==> src/rtl/core/debounced_adc_window_detector_assert.svh <==
// Assertion macros shared by the accessory detector RTL.
// Each macro expects a clock named clk and an active-high reset named rst in scope.
`ifndef DEBOUNCED_ADC_WINDOW_DETECTOR_ASSERT_SVH
`define DEBOUNCED_ADC_WINDOW_DETECTOR_ASSERT_SVH

// The consequent must hold in the same cycle as the antecedent.
`define DAWD_ASSERT_NOW(name, ante, cons) \
  name: assert property (@(posedge clk) disable iff (rst) (ante) |-> (cons)) \
    else $error("assertion failed: same-cycle check");

// The consequent must hold in the cycle after the antecedent.
`define DAWD_ASSERT_NEXT(name, ante, cons) \
  name: assert property (@(posedge clk) disable iff (rst) (ante) |=> (cons)) \
    else $error("assertion failed: next-cycle check");

`endif

==> src/rtl/core/dawd_pkg.sv <==
// Shared types and constants for the debounced ADC window detector.
// No dependencies; used by dawd_classify and the top level.
`timescale 1ns / 1ps

package dawd_pkg;

  // Default widths of the millivolt values and of the tick countdown.
  localparam int DEF_MV_WIDTH    = 12;
  localparam int DEF_COUNT_WIDTH = 10;

  // Register reset values, cut to the configured widths where they are used.
  localparam logic [31:0] RST_DETACHED_LOW_MV  = 32'd2700;
  localparam logic [31:0] RST_DETACHED_HIGH_MV = 32'd3500;
  localparam logic [31:0] RST_DOCK_LOW_MV      = 32'd141;
  localparam logic [31:0] RST_DOCK_HIGH_MV     = 32'd173;
  localparam logic [31:0] RST_KEYBOARD_LOW_MV  = 32'd270;
  localparam logic [31:0] RST_KEYBOARD_HIGH_MV = 32'd400;
  localparam logic [31:0] RST_DEBOUNCE_TICKS   = 32'd20;
  localparam logic [31:0] RST_RETRY_TICKS      = 32'd500;

  localparam int REG_INDEX_W = 3;
  localparam int OUT_TDATA_W = 8;

  // Configuration register indexes.
  typedef enum logic [REG_INDEX_W-1:0] {
    REG_DETACHED_LOW  = 3'd0,
    REG_DETACHED_HIGH = 3'd1,
    REG_DOCK_LOW      = 3'd2,
    REG_DOCK_HIGH     = 3'd3,
    REG_KEYBOARD_LOW  = 3'd4,
    REG_KEYBOARD_HIGH = 3'd5,
    REG_DEBOUNCE      = 3'd6,
    REG_RETRY         = 3'd7
  } reg_index_t;

  // Input word kinds carried on tuser.
  typedef enum logic [1:0] {
    OP_TICK   = 2'd0,
    OP_EDGE   = 2'd1,
    OP_SAMPLE = 2'd2
  } op_t;

  // Classification of a sample.
  typedef enum logic [2:0] {
    KIND_NONE     = 3'd0,
    KIND_ERROR    = 3'd1,
    KIND_UNKNOWN  = 3'd2,
    KIND_DETACHED = 3'd3,
    KIND_DOCK     = 3'd4,
    KIND_KEYBOARD = 3'd5
  } kind_t;

  // One result word; the last member lands in the lowest bit.
  typedef struct packed {
    kind_t device_kind;
    logic  charge_update;
    logic  charge_enable;
    logic  power_enable;
    logic  sample_request;
  } result_t;

endpackage

==> src/rtl/core/dawd_classify.sv <==
// Sample classifier: tests a reading against the three voltage windows.
// Depends on dawd_pkg for the kind codes.
`timescale 1ns / 1ps

module dawd_classify #(
  parameter int MV_WIDTH = dawd_pkg::DEF_MV_WIDTH
) (
  input  logic [MV_WIDTH-1:0] mv,
  input  logic                err,
  input  logic [MV_WIDTH-1:0] detached_low,
  input  logic [MV_WIDTH-1:0] detached_high,
  input  logic [MV_WIDTH-1:0] dock_low,
  input  logic [MV_WIDTH-1:0] dock_high,
  input  logic [MV_WIDTH-1:0] keyboard_low,
  input  logic [MV_WIDTH-1:0] keyboard_high,
  output dawd_pkg::kind_t     kind
);

  logic in_detached;
  logic in_dock;
  logic in_keyboard;

  // An inverted window can never satisfy both bounds, so it never matches.
  assign in_detached = (detached_low <= mv) && (mv <= detached_high);
  assign in_dock     = (dock_low <= mv) && (mv <= dock_high);
  assign in_keyboard = (keyboard_low <= mv) && (mv <= keyboard_high);

  // Priority order: error, detached, dock, keyboard, then unknown.
  always_comb begin
    if (err) begin
      kind = dawd_pkg::KIND_ERROR;
    end else if (in_detached) begin
      kind = dawd_pkg::KIND_DETACHED;
    end else if (in_dock) begin
      kind = dawd_pkg::KIND_DOCK;
    end else if (in_keyboard) begin
      kind = dawd_pkg::KIND_KEYBOARD;
    end else begin
      kind = dawd_pkg::KIND_UNKNOWN;
    end
  end

endmodule

==> src/rtl/core/debounced_adc_window_detector.sv <==
// Top level of the debounced ADC window detector.
// Depends on dawd_pkg, dawd_classify and debounced_adc_window_detector_assert.svh.
//
// Usage:
//   s_axis carries input words. tuser holds the kind (tick, detect-pin edge,
//   ADC sample); tdata holds adc_mv and adc_error. Every accepted word gives
//   exactly one result word on m_axis, whose tdata holds sample_request,
//   power_enable, charge_enable, charge_update and device_kind.
//   A result is registered into the output register, or the skid stage if
//   the output stalls. Throughput: one word per cycle while s_axis_tready is
//   high; the state update for each word is a single pass through the countdown and
//   window compares. Configuration: cfg_we writes cfg_data into register
//   cfg_index; write only while no word is in flight.
//   Reset: rst clears the outputs and the pending-sample flag, loads all
//   registers with their defaults and arms the check with a zero countdown,
//   so the first tick after reset requests a sample.
//   Stall: results wait in an output register backed by one skid stage. When
//   both hold a word, s_axis_tready drops until m_axis_tready frees one.
`timescale 1ns / 1ps
`include "debounced_adc_window_detector_assert.svh"

module debounced_adc_window_detector #(
  parameter int MV_WIDTH    = dawd_pkg::DEF_MV_WIDTH,
  parameter int COUNT_WIDTH = dawd_pkg::DEF_COUNT_WIDTH,
  localparam int InTdataW   = ((MV_WIDTH + 1 + 7) / 8) * 8,
  localparam int CfgW       = (MV_WIDTH > COUNT_WIDTH) ? MV_WIDTH : COUNT_WIDTH
) (
  input  logic                                clk,
  input  logic                                rst,
  // Configuration write port.
  input  logic                                cfg_we,
  input  logic [dawd_pkg::REG_INDEX_W-1:0]    cfg_index,
  input  logic [CfgW-1:0]                     cfg_data,
  // Input stream.
  input  logic                                s_axis_tvalid,
  output logic                                s_axis_tready,
  input  logic [InTdataW-1:0]                 s_axis_tdata,  // adc_mv, adc_error, zero pad
  input  logic [1:0]                          s_axis_tuser,  // operation
  // Result stream.
  output logic                                m_axis_tvalid,
  input  logic                                m_axis_tready,
  output logic [dawd_pkg::OUT_TDATA_W-1:0]    m_axis_tdata   // sample_request, power_enable,
                                                             // charge_enable, charge_update,
                                                             // device_kind, zero pad
);

  // Configuration registers.
  logic [MV_WIDTH-1:0]    detached_low;
  logic [MV_WIDTH-1:0]    detached_high;
  logic [MV_WIDTH-1:0]    dock_low;
  logic [MV_WIDTH-1:0]    dock_high;
  logic [MV_WIDTH-1:0]    keyboard_low;
  logic [MV_WIDTH-1:0]    keyboard_high;
  logic [COUNT_WIDTH-1:0] debounce_ticks;
  logic [COUNT_WIDTH-1:0] retry_ticks;

  // Detector state.
  logic [COUNT_WIDTH-1:0] check_countdown;
  logic [COUNT_WIDTH-1:0] check_countdown_next;
  logic                   check_armed;
  logic                   check_armed_next;
  logic                   awaiting_sample;
  logic                   awaiting_sample_next;
  logic                   power_on;
  logic                   power_on_next;
  logic                   charge_on;
  logic                   charge_on_next;

  // Output register and skid stage.
  dawd_pkg::result_t      out_data;
  logic                   out_valid;
  dawd_pkg::result_t      skid_data;
  logic                   skid_valid;

  logic                   accept;
  logic [MV_WIDTH-1:0]    in_mv;
  logic                   in_err;
  dawd_pkg::op_t          in_op;
  dawd_pkg::kind_t        sample_kind;
  dawd_pkg::result_t      result;

  assign in_mv  = s_axis_tdata[MV_WIDTH-1:0];
  assign in_err = s_axis_tdata[MV_WIDTH];
  assign in_op  = dawd_pkg::op_t'(s_axis_tuser);

  assign s_axis_tready = !skid_valid;
  assign accept        = s_axis_tvalid && s_axis_tready;

  // Register writes.
  always_ff @(posedge clk) begin
    if (rst) begin
      detached_low   <= dawd_pkg::RST_DETACHED_LOW_MV[MV_WIDTH-1:0];
      detached_high  <= dawd_pkg::RST_DETACHED_HIGH_MV[MV_WIDTH-1:0];
      dock_low       <= dawd_pkg::RST_DOCK_LOW_MV[MV_WIDTH-1:0];
      dock_high      <= dawd_pkg::RST_DOCK_HIGH_MV[MV_WIDTH-1:0];
      keyboard_low   <= dawd_pkg::RST_KEYBOARD_LOW_MV[MV_WIDTH-1:0];
      keyboard_high  <= dawd_pkg::RST_KEYBOARD_HIGH_MV[MV_WIDTH-1:0];
      debounce_ticks <= dawd_pkg::RST_DEBOUNCE_TICKS[COUNT_WIDTH-1:0];
      retry_ticks    <= dawd_pkg::RST_RETRY_TICKS[COUNT_WIDTH-1:0];
    end else if (cfg_we) begin
      unique case (dawd_pkg::reg_index_t'(cfg_index))
        dawd_pkg::REG_DETACHED_LOW:  detached_low   <= cfg_data[MV_WIDTH-1:0];
        dawd_pkg::REG_DETACHED_HIGH: detached_high  <= cfg_data[MV_WIDTH-1:0];
        dawd_pkg::REG_DOCK_LOW:      dock_low       <= cfg_data[MV_WIDTH-1:0];
        dawd_pkg::REG_DOCK_HIGH:     dock_high      <= cfg_data[MV_WIDTH-1:0];
        dawd_pkg::REG_KEYBOARD_LOW:  keyboard_low   <= cfg_data[MV_WIDTH-1:0];
        dawd_pkg::REG_KEYBOARD_HIGH: keyboard_high  <= cfg_data[MV_WIDTH-1:0];
        dawd_pkg::REG_DEBOUNCE:      debounce_ticks <= cfg_data[COUNT_WIDTH-1:0];
        dawd_pkg::REG_RETRY:         retry_ticks    <= cfg_data[COUNT_WIDTH-1:0];
        default: begin
        end
      endcase
    end
  end

  dawd_classify #(
    .MV_WIDTH(MV_WIDTH)
  ) u_classify (
    .mv           (in_mv),
    .err          (in_err),
    .detached_low (detached_low),
    .detached_high(detached_high),
    .dock_low     (dock_low),
    .dock_high    (dock_high),
    .keyboard_low (keyboard_low),
    .keyboard_high(keyboard_high),
    .kind         (sample_kind)
  );

  // Next state and result for the word on the input.
  always_comb begin
    check_countdown_next  = check_countdown;
    check_armed_next      = check_armed;
    awaiting_sample_next  = awaiting_sample;
    power_on_next         = power_on;
    charge_on_next        = charge_on;
    result.sample_request = 1'b0;
    result.charge_update  = 1'b0;
    result.device_kind    = dawd_pkg::KIND_NONE;

    unique case (in_op)
      dawd_pkg::OP_TICK: begin
        // A count of zero or one fires on this tick.
        if (check_armed) begin
          if (check_countdown <= COUNT_WIDTH'(1)) begin
            check_countdown_next  = '0;
            check_armed_next      = 1'b0;
            awaiting_sample_next  = 1'b1;
            result.sample_request = 1'b1;
          end else begin
            check_countdown_next = check_countdown - COUNT_WIDTH'(1);
          end
        end
      end
      dawd_pkg::OP_EDGE: begin
        // Restart the debounce and drop any sample still pending as stale.
        check_countdown_next = debounce_ticks;
        check_armed_next     = 1'b1;
        awaiting_sample_next = 1'b0;
      end
      dawd_pkg::OP_SAMPLE: begin
        // Samples that were not requested are ignored.
        if (awaiting_sample) begin
          awaiting_sample_next = 1'b0;
          result.device_kind   = sample_kind;
          case (sample_kind)
            dawd_pkg::KIND_DETACHED: begin
              power_on_next        = 1'b0;
              charge_on_next       = 1'b0;
              result.charge_update = 1'b1;
            end
            dawd_pkg::KIND_DOCK: begin
              power_on_next        = 1'b0;
              charge_on_next       = 1'b1;
              result.charge_update = 1'b1;
            end
            dawd_pkg::KIND_KEYBOARD: begin
              power_on_next        = 1'b1;
              charge_on_next       = 1'b0;
              result.charge_update = 1'b1;
            end
            default: begin
              // Error or unknown reading: try again after the retry interval.
              check_countdown_next = retry_ticks;
              check_armed_next     = 1'b1;
            end
          endcase
        end
      end
      default: begin
      end
    endcase

    result.power_enable  = power_on_next;
    result.charge_enable = charge_on_next;
  end

  // State registers update only on an accepted word.
  always_ff @(posedge clk) begin
    if (rst) begin
      check_countdown <= '0;
      check_armed     <= 1'b1;
      awaiting_sample <= 1'b0;
      power_on        <= 1'b0;
      charge_on       <= 1'b0;
    end else if (accept) begin
      check_countdown <= check_countdown_next;
      check_armed     <= check_armed_next;
      awaiting_sample <= awaiting_sample_next;
      power_on        <= power_on_next;
      charge_on       <= charge_on_next;
    end
  end

  // Output register with a skid stage behind it.
  always_ff @(posedge clk) begin
    if (rst) begin
      out_valid  <= 1'b0;
      skid_valid <= 1'b0;
    end else if (accept) begin
      if (!out_valid || m_axis_tready) begin
        out_valid <= 1'b1;
      end else begin
        skid_valid <= 1'b1;
      end
    end else if (out_valid && m_axis_tready) begin
      out_valid  <= skid_valid;
      skid_valid <= 1'b0;
    end
  end

  always_ff @(posedge clk) begin
    if (accept) begin
      if (!out_valid || m_axis_tready) begin
        out_data <= result;
      end else begin
        skid_data <= result;
      end
    end else if (out_valid && m_axis_tready && skid_valid) begin
      out_data <= skid_data;
    end
  end

  assign m_axis_tvalid = out_valid;
  assign m_axis_tdata  = {{(dawd_pkg::OUT_TDATA_W - $bits(dawd_pkg::result_t)){1'b0}}, out_data};

  // The skid stage only fills behind a held output word.
  `DAWD_ASSERT_NOW(a_skid_behind_out, skid_valid, out_valid)
  // A word arriving against a stalled, full output register lands in the skid.
  `DAWD_ASSERT_NEXT(a_skid_fills,
    accept && out_valid && !m_axis_tready, skid_valid)
  // A sample request leaves the detector waiting with the countdown disarmed.
  `DAWD_ASSERT_NEXT(a_request_waits,
    accept && result.sample_request, awaiting_sample && !check_armed)
  // Any accepted sample ends the wait.
  `DAWD_ASSERT_NEXT(a_sample_ends_wait,
    accept && (in_op == dawd_pkg::OP_SAMPLE), !awaiting_sample)
  // An update only follows a matched window.
  `DAWD_ASSERT_NOW(a_update_on_match, result.charge_update,
    (result.device_kind == dawd_pkg::KIND_DETACHED) ||
    (result.device_kind == dawd_pkg::KIND_DOCK) ||
    (result.device_kind == dawd_pkg::KIND_KEYBOARD))

endmodule

==> config.mk <==
export PLATFORM = sky130hd
export DESIGN_NAME = debounced_adc_window_detector
export DESIGN_NICKNAME = d
export VERILOG_FILES = /design/src/rtl/core/dawd_pkg.sv /design/src/rtl/core/dawd_classify.sv /design/src/rtl/core/debounced_adc_window_detector.sv
export VERILOG_INCLUDE_DIRS = /design/src /design/src/rtl/core
export SDC_FILE = /design/constraint.sdc
export NUM_CORES = 1
export LEC_CHECK = 0
export ABC_AREA = 1
export BUFFER_PORTS_ARGS = -buffer_cell sky130_fd_sc_hd__buf_4
export CAP_MARGIN = 20
export CELL_PAD_IN_SITES_DETAIL_PLACEMENT = 0
export CELL_PAD_IN_SITES_GLOBAL_PLACEMENT = 2
export CORE_MARGIN = 8
export CORE_UTILIZATION = 38
export DETAILED_ROUTE_END_ITERATION = 12
export PLACE_DENSITY_LB_ADDON = 0.1
export REMOVE_ABC_BUFFERS = 1
export SLEW_MARGIN = 10
export SYNTH_ARGS = -nofsm -noshare
export SYNTH_HDL_FRONTEND = slang
export SYNTH_SLANG_ARGS = --single-unit
export TNS_END_PERCENT = 100
==> constraint.sdc <==
create_clock -name clk -period 3.3 [get_ports clk]
set_input_delay 0.165 -clock clk [delete_from_list [all_inputs] [get_ports clk]]
set_output_delay 0.165 -clock clk [all_outputs]
set_load 0.005 [all_outputs]
* After elaboration in Yosys (flattened, before gate mapping)
Index checks and enable logic that the tools add are counted.
Storage, ports and cells: input bits 38, flip-flop bits (word level) 122
Cells by class: reduce and logical (&&, ||, !) cells 34, $add $sub $neg 1, eq/ne operators 18, magnitude comparators 7, bitwise operators 1, mux-type cells 38
Operators with widths (number):
- <= comparator 12 bit | 6
- 2-to-1 mux 10 bit | 4
- case mux 10 bit (3 select lines) | 1
- AND reduction 2 bit | 12
- 2-to-1 mux 7 bit | 3
- 2-to-1 mux 1 bit | 20
- equality test 3 bit, second input constant | 6
- 2-to-1 mux 3 bit | 4
- <= comparator 10 x 1 -> 1 bit, second input constant | 1
- != test 2 bit, second input constant | 5
- subtractor 10 x 1 -> 10 bit, second input constant | 1
- equality test 3 x 2 -> 1 bit, second input constant | 3
- 2-to-1 mux 4 bit | 2
- AND reduction 4 bit | 2
- logical AND 1 bit | 6
- case mux 1 bit (2 select lines) | 3
- nonzero test 2 bit | 3
- OR reduction 2 bit | 3
- AND reduction 5 bit | 1
- equality test 3 x 1 -> 1 bit, second input constant | 1
- logical NOT 3 bit | 1
- case mux 1 bit (3 select lines) | 1
- nonzero test 3 bit | 1
- OR reduction 3 bit | 1
- other kinds (7) | 8

* Longest topological paths before layout
Gate-level depths: netlist of the first run.
depth in word-level cells 13, gate-level depth with buffers 18

* Modules after synthesis
A second synthesis of the first run with hierarchy kept.
Second synthesis, totals: cells, all modules 994, area, all modules 7011.7 um^2
By module, submodules not included:
- debounced_adc_window_detector | area an instance 5062.4 um^2, instances 1, sequential area each 2582.5 um^2, cells each 685
- dawd_classify | area an instance 1949.4 um^2, instances 1, sequential area each 0.0 um^2, cells each 309

* Worst setup path before layout of the first run
Ideal clock, no wire load.
path type register -> register, start register keyboard_high[11], end register out_data (netlist bit m_axis_tdata[2]) (data pin), cell stages (with the launch flop) 15, arrival time 1562 ps, buffers on the path 0, setup slack 1483 ps, clock period less this slack 1817 ps, cell sequence dfxtp_1 > inv_1 > ha_1 > nand2_1 > nor2_2 > and2_1 > nand4_1 > nand2_2 > nand2_4 > nand3_4 > nand2_1 > nand2_1 > nand2_2 > nand2_1 > nand2_1
Between the ends: longest elaborated chain between the ends 13, elaborated cells between the ends (all ways) 15, those cells by class order compare: 1; eq/ne: 3; mux: 9; reduce/logical: 2
Ends and longest elaborated chain:
- start: declaration | RTL line debounced_adc_window_detector.sv:53 | logic [MV_WIDTH-1:0] keyboard_high;
- start signal: assignment | RTL line debounced_adc_window_detector.sv:97 | keyboard_high <= dawd_pkg::RST_KEYBOARD_HIGH_MV[MV_WIDTH-1:0];
- start signal: assignment | RTL line debounced_adc_window_detector.sv:107 | dawd_pkg::REG_KEYBOARD_HIGH: keyboard_high <= cfg_data[MV_WIDTH-1:0];
- <= comparator 12 bit (*) | RTL line dawd_classify.sv:26 | assign in_keyboard = (keyboard_low <= mv) && (mv <= keyboard_high);
- logical AND 1 bit (*) | RTL line dawd_classify.sv:26
- 2-to-1 mux 3 bit (*) | RTL line dawd_classify.sv:36 | end else if (in_keyboard) begin
- 2-to-1 mux 3 bit (*) | RTL line dawd_classify.sv:34 | end else if (in_dock) begin
- 2-to-1 mux 3 bit (*) | RTL line dawd_classify.sv:32 | end else if (in_detached) begin
- 2-to-1 mux 3 bit (*) | RTL line dawd_classify.sv:30 | if (err) begin
- equality test 3 bit or equality test 3 x 2 -> 1 bit (tied branches) | RTL line debounced_adc_window_detector.sv:166 | case (sample_kind)
- OR reduction 2 bit (no line)
- case mux 1 bit (2 select lines) (*) | RTL line debounced_adc_window_detector.sv:166
- 2-to-1 mux 1 bit (*) | RTL line debounced_adc_window_detector.sv:163 | if (awaiting_sample) begin
- 2-to-1 mux 1 bit (*) | RTL line debounced_adc_window_detector.sv:141 | unique case (in_op)
- named net charge_on_next | RTL line debounced_adc_window_detector.sv:67 | logic charge_on_next;
- 2-to-1 mux 7 bit (*) | RTL line debounced_adc_window_detector.sv:234 | if (!out_valid || m_axis_tready) begin
- 2-to-1 mux 7 bit (*) | RTL line debounced_adc_window_detector.sv:233 | if (accept) begin
- end signal: assignment | RTL line debounced_adc_window_detector.sv:235 | out_data <= result;
- end signal: assignment | RTL line debounced_adc_window_detector.sv:240 | out_data <= skid_data;
- end: declaration | RTL line debounced_adc_window_detector.sv:70 | dawd_pkg::result_t out_data;
The timed path passes the listed nets; every way through them passes the cells marked *. The select of a mux whose other input is x is not followed. A chain may end at the register's enable or synchronous reset.

* Worst setup path in the final report of the first run
start register dock_high[9], end register check_countdown[0]
Between the ends: longest elaborated chain between the ends 9, elaborated cells between the ends (all ways) 11, those cells by class order compare: 1; eq/ne: 4; mux: 3; reduce/logical: 3
Ends and longest elaborated chain:
- start: declaration | RTL line debounced_adc_window_detector.sv:51 | logic [MV_WIDTH-1:0] dock_high;
- start signal: assignment | RTL line debounced_adc_window_detector.sv:95 | dock_high <= dawd_pkg::RST_DOCK_HIGH_MV[MV_WIDTH-1:0];
- start signal: assignment | RTL line debounced_adc_window_detector.sv:105 | dawd_pkg::REG_DOCK_HIGH: dock_high <= cfg_data[MV_WIDTH-1:0];
- <= comparator 12 bit (*) | RTL line dawd_classify.sv:25 | assign in_dock = (dock_low <= mv) && (mv <= dock_high);
- logical AND 1 bit (*) | RTL line dawd_classify.sv:25
- 2-to-1 mux 3 bit (*) | RTL line dawd_classify.sv:34
- 2-to-1 mux 3 bit (*) | RTL line dawd_classify.sv:32
- 2-to-1 mux 3 bit (*) | RTL line dawd_classify.sv:30
- equality test 3 bit or equality test 3 x 2 -> 1 bit (tied branches) | RTL line debounced_adc_window_detector.sv:166
- OR reduction 3 bit (no line) (*)
- != test 2 bit (no line) (*)
- AND reduction 5 bit (no line) (*)
- end signal: assignment | RTL line debounced_adc_window_detector.sv:207 | check_countdown <= check_countdown_next;
- end: declaration | RTL line debounced_adc_window_detector.sv:58 | logic [COUNT_WIDTH-1:0] check_countdown;
Mark *: on every way between the ends. The rest lies on a longest branch, timed or not.

==> flow_summary.ini, run 1 <==
[detailed_routing]
drc_errors = 0
route.met3.wl_um = 812
drt-met1-wl_um = 9080
dr_total_vias = 5966
drt_first_pass_iters = 4
wl_per_cell_um = 14.7
drt-total-wl_um = 17900
highest_layer = met4
detail-route-antenna-nets = 0
dr_wl_met2_um = 7730
drt_iter0_drc = 287
vias_per_cell = 4.92

[cts]
root_buffer = clkbuf_16
cts_tree = built
clk_latency_ns = 0.42
path_clk_slew_ns = 0.06
holdBufCountCts = 0
cts_made_buffers = 17
cts-resized-gates = 0
clock_sinks = 122
cts_max_level = 4
cts_setup_buffers = 0
clockBufferDepth = 2

[synthesis]
yosys-top-cells-count = 179 x nand2_1, 134 x inv_1, 108 x dfxtp_1
synth-compound-area-share = 0.143
syn_avg_cell_area_um2 = 7.39
synthFlopType = dfxtp_1
syn_area_um2 = 6910
synth_top_area_frac = 0.313
synthAdderAreaFrac = 0.139
ys_seq_area_frac = 0.374
async_flop_share = 0
synth-simple-area-share = 0.233
synth_xor_area_frac = 0.00633
ys_warn_count = 0
synth_most_common_cell = nand2_1
muxShareOfSynthArea = 0.00163
synth.distinct_cells = 36
synth_edf_count = 14
netlist_instances = 936
synth_seq_cells = 122
synth_top_family_by_area = simple AND/OR/NAND/NOR gates
yosys.area.top_type = dfxtp_1
synth_area_leaders = dfxtp_1 31%, ha_1 14%, nand2_1 9.7%

[status]
status = finished clean

[die]
die_area_um2 = 22800
num_rows = 49
fp.dieH_um = 151
initial_core_util = 0.386
pin_count = 48
die_w_um = 151
core_um2 = 17900

[timing]
fin_worst_skew_ns = 0.00907
fin_crit_ns = 2.40
setup-tns-final_ns = 0
max_freq_ghz = 0.416
timing_hold_violations_final = 0
worst_slew_pin_slew_ns = 0.998
final-setup-viol-count = 0
slew_headroom = 0.335
hold_ws_ns = 0.0296
post-route-period-util = 0.728
drv_slew = 0
rsz0062_at_grt = no

[global_routing]
overflow = 0
antenna_found_initial = 0
grt_pass1_vias = 5664
grt_max_degree = 99
grt_pass1_wl_um = 28300
grt_usage = 0.161

[power]
power.switching_mw = 1.10
clkPwrFrac = 0.436
p_seq_frac = 0.408
irDropWorstVdd_mv = 0.358
p_sw_frac = 0.281
combPwrFrac = 0.155
cellInternalPower_mw = 2.81
powerDensity_nw_per_um2 = 490
leakagePower_nw = 3.89
p_total_mw = 3.90

[setup_path]
cp-end-kind = register
crit_top_cell = nand2_1
crit_fanout = 11
path_class = register to register
crit_required_ns = 3.61
cp.arrival_ns = 2.72
r2r_slack_ns = 0.90
critPathMaxStageDelay_ns = 0.35
crit_path_cell_trace = inv_1 > ha_1 > a21oi_1 > nor2_1 > nor2_1 > nand3_1 > nand2_1 > nand2_4 > nand3_4 > nand3_2 > nand3_2 > nand2_1 > nand2_1 > nor2_2
reg2reg_to = check_countdown[0]$_SDFFE_PP0P_
critical-path-slowest-cell = nand3_2
ff2ff_path_depth = 14
r2r_start = dock_high[9]$_SDFFE_PP0P_
startpoint_type = register

[hold_path]
hold_depth = 2
min_to = charge_on$_SDFFE_PP0P_
hp-class = input pin to register
worstHoldStart = rst

[final_layout]
antennaDiodeCount = 0
utilization = 0.445
area_delta_synth_final_pct = 15.2
final_nets = 1086
drive_gt1_frac = 0.131

[placed_design]
portBuffers = 43
gp_congestion = 0.776
dp_hpwl_um = 13400

[run]
drv_cap = 0
## state kept, by name, indices dropped and copies added (netlist names), 12 cells and up
register	count
detached_high	12
detached_low	12
dock_high	12
dock_low	12
keyboard_high	12
keyboard_low	12
## worst max-delay path, delay by kind of cell, from the launching register on
family | cells | cell delay, ns
buf+inv | 1 | 0.05
compound gates | 1 | 0.19
simple gates | 11 | 1.46
fa+ha+maj | 1 | 0.29
flops | 1 | 0.30
## stage by stage
stage | cell area, µm² | worst slack, ns | instances
after floorplan | 6770 | 1.30 | 902
after global placement | 7430 | 0.856 | 1181
after detailed placement | 7430 | 0.836 | 1181
after CTS | 7970 | 0.881 | 1213
after global routing | 7970 | 0.688 | 1213
final | 7970 | 0.898 | 1213
## final cells by class
class | instances | area [µm²]
sequential | 122 | 2580
tap | 229 | 287
fill | 1849 | 9940
multi-input combinational | 630 | 3620
clock buffer | 17 | 425
timing repair buffer | 50 | 375
inverter | 150 | 564
clock inverter | 15 | 110
## per-layer routing
layer	vias to the layer above	track usage
li1	3106	-
met1	2737	0.218
met2	105	0.249
met3	18	0.0370
met4	0	0.0524
met5	-	0
## power groups by stage
| stage | registers (mW) | logic [mW] | clock network (mW) |
|---|---|---|---|
| floorplan | 1.62 | 0.405 | 0 |
| global placement | 1.62 | 0.598 | 0 |
| detailed placement | 1.63 | 0.611 | 0 |
| CTS | 1.59 | 0.615 | 1.74 |
| global route | 1.60 | 0.694 | 1.80 |
| finish | 1.59 | 0.607 | 1.70 |
## worst max path at each step
stage,start,to,slack [ns],cells past startpoint
floorplan,keyboard_high[11]$_SDFFE_PP0P_,check_countdown[0]$_SDFFE_PP0P_,1.30,14
global placement,s_axis_tdata[11],check_countdown[0]$_SDFFE_PP0P_,0.86,15
detailed placement,s_axis_tdata[11],check_countdown[0]$_SDFFE_PP0P_,0.84,16
CTS,dock_high[9]$_SDFFE_PP0P_,check_countdown[0]$_SDFFE_PP0P_,0.88,14
global route,dock_high[11]$_SDFFE_PP0P_,check_countdown[0]$_SDFFE_PP0P_,0.69,16
finish,dock_high[9]$_SDFFE_PP0P_,check_countdown[0]$_SDFFE_PP0P_,0.90,14
## layout by cell type (no fill, tap or decap), types with 5 or more instances in the layout
master	n
inv_2	14
nor3_1	6
nand4_1	23
nor2_2	7
ha_1	77
o22ai_1	9
dfxtp_1	108
edfxtp_1	14
nand2_2	16
o211ai_1	17
nor2_1	98
clkbuf_16	17
a21oi_1	66
inv_1	134
a22oi_1	6
xor2_1	5
buf_4	50
o21ai_0	69
clkinv_2	7
nand3_1	25
nand2_1	179
## logic make-up after synthesis
group	count (synthesis)
AOI/OAI and AO/OA	179
and+or+nand+nor	367
other	1
DFF	122
xor gates and xnor gates	5
buffers and inverters	184
adders and majority gates	77
muxes	1
Note: power is estimated with default switching activity, not from simulation.
==> run 2, diff against run 1 <==
- CORE_UTILIZATION: 38 -> 35
- clock period: 3.3 -> 2.4 ns (I/O delays scaled with it)
==> run 2 against run 1 <==
Global-route usage is 0.68 points lower. Final cell count is 3.6% higher. Die area increased by 7.7%. Sequential power is 38% higher. Non-clock buffer count up 8. Clock-buffer cell count stayed put. Critical endpoint is now m_axis_tdata[2]$_DFFE_PP_. Largest cell class unchanged.
==> flow_summary.ini, run 2 (synthesis gave the netlist of run 1 again) <==
[status]
status = finished clean

[setup_path]
startpoint_type = register
path_class = register to register
cp.arrival_ns = 2.29
cp-end-kind = register
crit_fanout = 4
crit_required_ns = 2.57

[detailed_routing]
vias_per_cell = 4.77
drt_first_pass_iters = 5
drc_errors = 0
detail-route-antenna-nets = 0
drt_iter0_drc = 321
wl_per_cell_um = 14.5
dr_total_vias = 5991
drt-total-wl_um = 18300

[die]
die_w_um = 157
num_rows = 51
pin_count = 48
fp.dieH_um = 157
core_um2 = 19400
die_area_um2 = 24500
initial_core_util = 0.356

[timing]
fin_crit_ns = 2.12
max_freq_ghz = 0.471
rsz0062_at_grt = no
slew_headroom = 0.596
setup-tns-final_ns = 0
drv_slew = 0
fin_worst_skew_ns = 0.00910
post-route-period-util = 0.884
worst_slew_pin_slew_ns = 0.607
timing_hold_violations_final = 0
final-setup-viol-count = 0

[cts]
cts_made_buffers = 17
clock_sinks = 122
path_clk_slew_ns = 0.06
root_buffer = clkbuf_16
cts_max_level = 4
clk_latency_ns = 0.42
cts_tree = built
clockBufferDepth = 2
cts_setup_buffers = 0

[final_layout]
area_delta_synth_final_pct = 18.9
regArea_um2 = 2580
drive_gt1_frac = 0.137
antennaDiodeCount = 0
n_fill_cell = 2036
layout_common_cells = 179 x nand2_1, 134 x inv_1, 108 x dfxtp_1, 98 x nor2_1, 77 x ha_1
multiInputGateArea_um2 = 3630
final_common_cell = nand2_1
final_nets = 1094

[global_routing]
grt_pass1_vias = 5608
grt_usage = 0.155
grt_pass1_wl_um = 29500
grt_max_degree = 60
overflow = 0
antenna_found_initial = 0

[placed_design]
dp_hpwl_um = 13800
gp_congestion = 0.771
portBuffers = 43

[hold_path]
hp-class = input pin to register

[run]
drv_cap = 0

[power]
irDropWorstVdd_mv = 0.466
leakagePower_nw = 4.00
powerDensity_nw_per_um2 = 727
p_total_mw = 5.98
## run 2: report_power, final
| part | leakage (nW) | internal [mW] | switching [mW] | total (mW) |
|---|---|---|---|---|
| logic | 2.66 | 0.317 | 0.536 | 0.853 |
| registers | 1.01 | 2.15 | 0.0344 | 2.19 |
| clock network | 0.329 | 1.95 | 0.982 | 2.93 |
## run 2: cell type report
| class | instances | share of cell area |
|---|---|---|
| Sequential cell | 122 | 0.314 |
| Inverter | 150 | 0.0685 |
| Tap cell | 265 | 0.0403 |
| Multi-Input combinational cell | 630 | 0.441 |
| Clock inverter | 15 | 0.0300 |
| Clock buffer | 17 | 0.0518 |
| Timing Repair Buffer | 58 | 0.0539 |
## run 2: worst paths after layout
path / from / to / slack, ns / depth (start not counted)
max reg2reg: dock_high[9]$_SDFFE_PP0P_ / m_axis_tdata[2]$_DFFE_PP_ / 0.28 / 14
min: cfg_data[10] / dock_low[10]$_SDFFE_PP0P_ / 0.01 / 3
max: dock_high[9]$_SDFFE_PP0P_ / m_axis_tdata[2]$_DFFE_PP_ / 0.28 / 14
min reg2reg: debounce_ticks[8]$_SDFFE_PP0P_ / debounce_ticks[8]$_SDFFE_PP0P_ / 0.46 / 2
## run 2: timing repair
action / CTS / global route
hold endpoints to repair: 6 / 0
endpoints found under the setup margin: 0 / 2
gates resized for setup: 0 / 1
hold buffers: 3 / 0
## run 2: metal layers
metal | GRT usage | share of wire | vias to the layer above | wire length (µm)
li1 | - | - | 3126 | -
met1 | 0.218 | 0.52 | 2742 | 9570
met2 | 0.232 | 0.43 | 105 | 7850
met3 | 0.0284 | 0.034 | 18 | 624
met4 | 0.0526 | 0.011 | 0 | 210
met5 | 0 | 0 | - | 0
## run 2: critical path, stage by stage (launching register included)
cell	delay, ns
dfxtp_1	0.31
inv_1	0.05
ha_1	0.28
a21oi_1	0.16
nor2_1	0.06
nor2_1	0.18
nand3_1	0.10
nand2_1	0.12
nand2_4	0.10
nand3_4	0.10
nand2_1	0.11
nand2_1	0.11
nand2_2	0.06
nand2_1	0.09
nand2_1	0.06
## run 2: through the flow
step,utilization,hold slack (ns),instances,setup slack [ns],cell area [µm²]
floorplan,-,0.182,902,0.405,6770
CTS,0.423,0.00598,1257,0.186,8210
detailed placement,0.387,0.417,1222,0.148,7510
global placement,0.387,0.409,1222,0.129,7510
finish,0.424,0.0148,1257,0.279,8220
global route,0.424,0.0124,1257,0.0638,8220
==> run 3, diff against run 2 <==
- SYNTH_HIERARCHICAL: not set -> 1
==> run 3 against run 2 <==
Synthesized area grew 1.4%. Critical path type unchanged. Core utilization grew 3.3 points. Sequential share of layout area shrank 2.2 points. Maximum frequency is 12% lower.
==> flow_summary.ini, run 3 <==
[detailed_routing]
drt_iter0_drc = 353
drt-met1-wl_um = 9980
dr_total_vias = 6142
vias_per_cell = 4.59
detail-route-antenna-nets = 0
dr_wl_met2_um = 9500
wl_per_cell_um = 15.1
drt_first_pass_iters = 5
highest_layer = met4
route.met3.wl_um = 502
drt-total-wl_um = 20200
drc_errors = 0

[timing]
timing_hold_violations_final = 0
setup-tns-final_ns = 0
rsz0062_at_grt = yes
fin_crit_ns = 2.40
final-setup-viol-count = 0
max_freq_ghz = 0.417
hold_ws_ns = 0.0186
slew_headroom = 0.578
setup_slack_ns = 0.00102
drv_slew = 0
worst_slew_pin_slew_ns = 0.630
fin_worst_skew_ns = 0.0101
post-route-period-util = 1.00

[setup_path]
crit_fanout = 4
startpoint_type = register
cp-end-kind = register
crit_required_ns = 2.57
cp.arrival_ns = 2.57
path_class = register to register

[synthesis]
synthFlopType = dfxtp_1
synth_top_area_frac = 0.308
yosys.area.top_type = dfxtp_1
async_flop_share = 0
synth_edf_count = 14
syn_avg_cell_area_um2 = 7.05
syn_area_um2 = 7010
netlist_instances = 994
synth.distinct_cells = 37
synth_area_leaders = dfxtp_1 31%, ha_1 14%, nand2_1 12%
ys_warn_count = 6
synth_seq_cells = 122
ys_seq_area_frac = 0.368
synth_most_common_cell = nand2_1
yosys-top-cells-count = 228 x nand2_1, 152 x nor2_1, 137 x inv_1

[final_layout]
regArea_um2 = 2610
utilization = 0.457
antennaDiodeCount = 0
multiInputGateArea_um2 = 4190
final_nets = 1176
area_delta_synth_final_pct = 27.7
drive_gt1_frac = 0.240
n_fill_cell = 2070
instances_no_fill = 1339
final_cell_area_um2 = 8960
layout_common_cells = 206 x nand2_1, 142 x nor2_1, 122 x inv_1, 83 x dfxtp_1, 78 x buf_4
final_common_cell = nand2_1

[cts]
cts_made_buffers = 17
cts_tree = built
clockBufferDepth = 2
clock_sinks = 122
root_buffer = clkbuf_16
cts_max_level = 4
path_clk_slew_ns = 0.06
clk_latency_ns = 0.42

[placed_design]
dpl.cell_count = 1295
portBuffers = 43
place_ws_ns = -0.184
gp_congestion = 0.774
dpl_cell_area_um2 = 7740
dp_hpwl_um = 14000

[die]
num_rows = 51
die_w_um = 158
core_um2 = 19600
fp.dieH_um = 158
initial_core_util = 0.358
die_area_um2 = 24800
pin_count = 48

[power]
powerDensity_nw_per_um2 = 658
leakagePower_nw = 4.33
p_total_mw = 5.89
irDropWorstVdd_mv = 0.482

[run]
drv_cap = 0

[global_routing]
antenna_found_initial = 0
grt_max_degree = 89
grt_usage = 0.170
overflow = 0
grt_pass1_vias = 5971
grt_pass1_wl_um = 32500

[status]
status = finished clean

[hold_path]
hp-class = input pin to register
## run 3: cell types whose count changed after synthesis, sizes merged, moves of 6 or more
cell	before	now
nor2	106	161
nand2	198	237
nand3	30	54
a21oi	67	49
nand4	23	9
o211ai	17	3
buf	6	17
o21ai	72	80
inv	148	141
a22oi	6	0
## run 3: what timing repair did
item	in CTS	in global routing
hold buffers	4	0
pin swaps	62	26
hold endpoints to repair	15	0
setup endpoints to repair	18	20
gates cloned	2	0
setup buffers	4	2
resized for setup	93	37
## run 3: metal layers
metal,up-vias,GRT usage
li1,3295,-
met1,2751,0.222
met2,80,0.281
met3,16,0.0274
met4,0,0.0549
met5,-,0
## run 3: area by class of cell
| type | count | share of cell area |
|---|---|---|
| Timing Repair Buffer | 86 | 0.0759 |
| Inverter | 141 | 0.0594 |
| Tap cell | 265 | 0.0370 |
| Clock inverter | 15 | 0.0197 |
| Sequential cell | 122 | 0.292 |
| Multi-Input combinational cell | 692 | 0.468 |
| Clock buffer | 17 | 0.0475 |
| Timing Repair inverter | 1 | 0.000838 |
## run 3: cells by family (layout without fill, tap and decap cells)
family | Yosys count | in the layout | share of synthesized area
flops | 122 | 122 | 0.368
buf+inv | 181 | 260 | 0.102
compound gates | 145 | 145 | 0.111
other cells | 1 | 1 | 0.000535
simple gates | 468 | 469 | 0.281
fa+ha+maj | 77 | 77 | 0.137
## run 3: worst paths after layout
kind                                                        to  cells after the start  slack (ns)                      startpoint
worst max-delay path                 m_axis_tdata[2]$_DFFE_PP_                     19       0.001       dock_high[5]$_SDFFE_PP1P_
worst min-delay path             detached_high[5]$_SDFFE_PP1P_                      3        0.02                     cfg_data[5]
worst max register to register       m_axis_tdata[2]$_DFFE_PP_                     19       0.001       dock_high[5]$_SDFFE_PP1P_
worst min register to register  debounce_ticks[8]$_SDFFE_PP0P_                      2        0.45  debounce_ticks[8]$_SDFFE_PP0P_
## run 3: report_power, final
| group | leakage [nW] | internal [mW] | switching (mW) | total (mW) |
|---|---|---|---|---|
| Sequential | 1.02 | 2.16 | 0.0484 | 2.21 |
| Clock | 0.289 | 1.63 | 1.02 | 2.65 |
| Combinational | 3.03 | 0.412 | 0.625 | 1.04 |
## run 3: critical path, stage by stage, from the launching register on
cell     delay, ns
dfxtp_2       0.33
inv_2         0.04
ha_4          0.26
nand4_1       0.18
nor2_4        0.14
nand2_1       0.07
nand3_2       0.08
nand2_2       0.06
nand2_2       0.09
nand3_1       0.14
nand3_2       0.12
nand3_2       0.08
nand2_2       0.08
nand2_4       0.08
nor2_4        0.12
inv_2         0.05
nand2_1       0.05
nand2_1       0.05
nand2_1       0.08
nand2_1       0.05
